==> config.mk <==
export PLATFORM = sky130hd
export DESIGN_NAME = srr_cmp
export DESIGN_NICKNAME = d
export VERILOG_FILES = /design/src/design/srr_pkg.sv /design/src/design/srr_cmp.sv
export SDC_FILE = /design/constraint.sdc
export NUM_CORES = 1
export LEC_CHECK = 0
export BUFFER_PORTS_ARGS = -buffer_cell sky130_fd_sc_hd__buf_2
export CELL_PAD_IN_SITES_DETAIL_PLACEMENT = 1
export CELL_PAD_IN_SITES_GLOBAL_PLACEMENT = 1
export CORE_MARGIN = 2
export CORE_UTILIZATION = 27
export DETAILED_ROUTE_END_ITERATION = 8
export GPL_ROUTABILITY_DRIVEN = 0
export PLACE_DENSITY_LB_ADDON = 0.1
export SETUP_SLACK_MARGIN = 0.02
export SKIP_LAST_GASP = 1
export SLEW_MARGIN = 25
export SYNTH_ARGS = -nofsm -noshare
export SYNTH_HDL_FRONTEND = slang
export SYNTH_SLANG_ARGS = --single-unit
==> constraint.sdc <==
create_clock -name vclk -period 2.6
set_input_delay 0.39 -clock vclk [all_inputs]
set_output_delay 0.39 -clock vclk [all_outputs]
set_load 0.02 [all_outputs]
==> src/design/srr_pkg.sv <==
package srr_pkg;

    localparam int unsigned MaxFeaturesDef = 1024;
    localparam int unsigned KeyWidthDef    = 32;
    localparam int unsigned KeyPortWidth   = 32;
    localparam int unsigned IdWidth        = 10;
    localparam int unsigned CfgIdxWidth    = 1;

    typedef enum logic [CfgIdxWidth-1:0] {
        CFG_SORT_ASCENDING = 1'b0,
        CFG_KEY_SIGNED     = 1'b1
    } t_cfg_idx;

    typedef enum logic {
        OP_LOAD_KEY = 1'b0,
        OP_RELABEL  = 1'b1
    } t_opcode;

    typedef struct packed {
        logic ascending;
        logic key_signed;
    } t_cmp_mode;

endpackage

==> src/design/srr_cmp.sv <==
module srr_cmp #(
    parameter int unsigned KEY_WIDTH = srr_pkg::KeyWidthDef,
    parameter int unsigned CNT_WIDTH = 11
) (
    input  logic [KEY_WIDTH-1:0] i_key_a,
    input  logic [CNT_WIDTH-1:0] i_id_a,
    input  logic [KEY_WIDTH-1:0] i_key_b,
    input  logic [CNT_WIDTH-1:0] i_id_b,
    input  srr_pkg::t_cmp_mode   i_mode,
    output logic                 o_a_first
);
    import srr_pkg::*;

    logic [KEY_WIDTH-1:0] ka;
    logic [KEY_WIDTH-1:0] kb;
    logic                 sgn_flip;

    // signed order == unsigned order with the sign bit flipped
    assign sgn_flip = i_mode.key_signed;
    always_comb begin
        ka = i_key_a;
        kb = i_key_b;
        ka[KEY_WIDTH-1] = i_key_a[KEY_WIDTH-1] ^ sgn_flip;
        kb[KEY_WIDTH-1] = i_key_b[KEY_WIDTH-1] ^ sgn_flip;
        if (ka != kb) begin
            o_a_first = i_mode.ascending ? (ka < kb) : (ka > kb);
        end else begin
            o_a_first = i_id_a < i_id_b;
        end
    end

endmodule

==> results.sh <==
export IMPL_num_fill_cells=545
export IMPL_register_area_um2=0
export IMPL_switching_share_pct=45.3
export IMPL_p_comb_share_pct=100.0
export IMPL_hold_path_end="o_a_first"
export IMPL_worstHoldStart="i_mode[1]"
export IMPL_maxSlewHeadroom_pct=82.8
export IMPL_wl_per_cell_um=9.86
export IMPL_crit_type="primary input to output port"
export IMPL_yosys_area_share_adder_pct=46.8
export IMPL_internal_power_uw=135
export IMPL_port_buffers=89
export IMPL_crit_slowest_cell="a221o_1"
export IMPL_cp_data_required_time_ns=2.21
export IMPL_hold_viol=0
export IMPL_pre_cts_ws_ns=-0.0443
export IMPL_synth_nets=282
export IMPL_drv_cap=0
export IMPL_yosys_area_top_type_share_pct=46.8
export IMPL_endpoint_kind="output port"
export IMPL_pwr_share_clk_pct=0
export IMPL_drc=0
export IMPL_fin_crit_sh_pct=96.6
export IMPL_drtIter0Drc=10
export IMPL_synth_xor_area_share_pct=1.56
export IMPL_grt_usage_pct=12.6
export IMPL_dieArea_mm2=0.00469
export IMPL_yosys_warnings=0
export IMPL_drive_above_1_share_pct=42.9
export IMPL_final_nets=377
export IMPL_grt_max_degree=4
export IMPL_synth_top_area_cell="ha_1"
export IMPL_synth_top_family_by_area="adder cells"
export IMPL_core_area_mm2=0.00400
export IMPL_path_max_fanout=3
export IMPL_cts_setup_buffers=0
export IMPL_synth_compound_area_share_pct=20.0
export IMPL_n_antenna_cell=0
export IMPL_final_cell_mix="88 x buf_2, 42 x inv_1, 41 x ha_1, 15 x a21oi_1, 7 x nand2_1"
export IMPL_dp_hpwl_mm=2.87
export IMPL_ir_drop_mv=0.0428
export IMPL_path_cells="buf_2 > inv_1 > ha_4 > a21oi_1 > nand2_1 > a221o_1 > o31ai_2 > mux2_4 > nand3_2 > buf_6"
export IMPL_start_util_pct=28.1
export IMPL_via_count=1366
export IMPL_switching_power_uw=112
export IMPL_ioPinCount=89
export IMPL_syn_inst=152
export IMPL_arrival_ns=2.12
export IMPL_whs_path_depth=5
export IMPL_slew_violations=0
export IMPL_fin_hold_ws_ns=1.27
export IMPL_seq_power_share_pct=0
export IMPL_setup_viol=0
export IMPL_path_delay_family="compound AO/OA/AOI/OAI gates"
export IMPL_yosys_cell_types_count=31
export IMPL_worst_setup_path_start_kind="primary input"
export IMPL_rsz0062_at_grt="true"
export IMPL_synthMuxAreaShare_pct=1.00
export IMPL_max_stage_delay_ns=0.35
export IMPL_worst_slack_ns=0.0887
export IMPL_avgSynthCellArea_um2=7.38
export IMPL_antenna_found_initial=0
export IMPL_crit_buf_inv=3
export IMPL_status="complete, no violations"
export IMPL_final_common_cell="buf_2"
export IMPL_synth_simple_area_share_pct=16.6
export IMPL_tightestPinTransition_ns=0.256
export IMPL_clkbuf_count=0
export IMPL_num_rows=23
export IMPL_syn_to_final_growth_pct=52.6
export IMPL_post_route_min_period_ns=2.51
export IMPL_die_h_um=68.5
export IMPL_chipWidth_um=68.5
export IMPL_synth_area_mm2=0.00112
export IMPL_synth_area_leaders="ha_1 47%, inv_1 14%, a21oi_1 6.7%, nand4_1 2.8%, nand3_1 2.7%"
export IMPL_grt_pass1_wl_mm=4.84
export IMPL_synth_seq_area_share_pct=0
export IMPL_power_density_mw_per_mm2=144
export IMPL_seq_cell_count=0
export IMPL_leakagePower_nw=1.08
export IMPL_wirelength_mm=2.91
export IMPL_fmax_ghz=0.398
export IMPL_ant_nets=0
export IMPL_drt_pass1_iterations=4
export IMPL_grt_overflow=0
export IMPL_vias_per_cell=4.63
export IMPL_grt_pass1_vias=1294
export IMPL_hold_path_class="primary input to output port"
[through the flow]
step	setup TNS (ns)	cells	util, %	power, mW	cell area (um2)
floorplan	0	152	-	0.132	1120
global placement	-0.0368	295	41.5	0.236	1660
detailed placement	-0.0443	295	41.5	0.240	1660
CTS	0	295	42.2	0.249	1690
global route	-0.0155	295	42.8	0.288	1710
finish	0	295	42.8	0.246	1710
[routing by layer]
metal	wire length, um	track usage (%)
met1	1170	15.6
met2	1500	23.9
met3	220	1.32
met4	19	1.25
met5	0	0
[cells in the mapped netlist]
cell	n
nand4b_1	1
o211ai_1	3
or2_2	1
o21a_1	1
nand2b_1	1
inv_1	42
nand4_2	1
nor2b_1	1
nor3_1	2
xor2_1	1
a21boi_2	1
o21ai_0	3
nand2_1	7
nor2_1	2
xnor2_1	1
nand4_1	5
and4_1	1
a41oi_1	1
nand3_1	6
a21oi_1	15
o21ai_1	1
a221o_1	1
mux2_1	1
a211oi_1	2
a221oi_2	1
a2bb2oi_1	1
a21o_1	3
nor4_2	2
and3_2	1
o31ai_1	1
ha_1	42
[tightest hold or removal path: stages]
cell	delay [ns]
buf_2	0.09
or2_2	0.11
a21o_1	0.09
nand3_2	0.07
buf_6	0.13
[power by group through the flow]
stage	logic, mW	clock network (mW)	registers (mW)
2_1_floorplan	0.132	0	0
3_5_place_dp	0.240	0	0
3_3_place_gp	0.236	0	0
4_1_cts	0.249	0	0
6_report	0.246	0	0
5_1_grt	0.288	0	0
[layout make-up]
type | count | area [um2] | area share (%)
Inverter | 42 | 158 | 9.20
Multi-Input combinational cell | 110 | 1010 | 59.0
Tap cell | 50 | 62.6 | 3.65
Timing Repair Buffer | 93 | 482 | 28.1
[timing repair]
action,in CTS,in global routing
pin swaps,2,1
setup endpoints to repair,1,1
gates resized for setup,5,4
hold buffers,0,0
[how the worst max path moves through the flow]
| stage | end | from | cells past startpoint |
|---|---|---|---|
| after floorplan | o_a_first | i_key_b[14] | 8 |
| after global routing | o_a_first | i_key_b[23] | 10 |
| final | o_a_first | i_key_b[14] | 10 |
| after global placement | o_a_first | i_key_a[14] | 9 |
| after detailed placement | o_a_first | i_key_a[14] | 9 |
| after CTS | o_a_first | i_mode[0] | 10 |
[logic make-up after synthesis]
kind of cell    after synthesis
compound gates               34
buf+inv                      42
xor+xnor                      2
mux                           1
fa+ha+maj                    42
simple gates                 31
(Power assumes the default switching activity.)
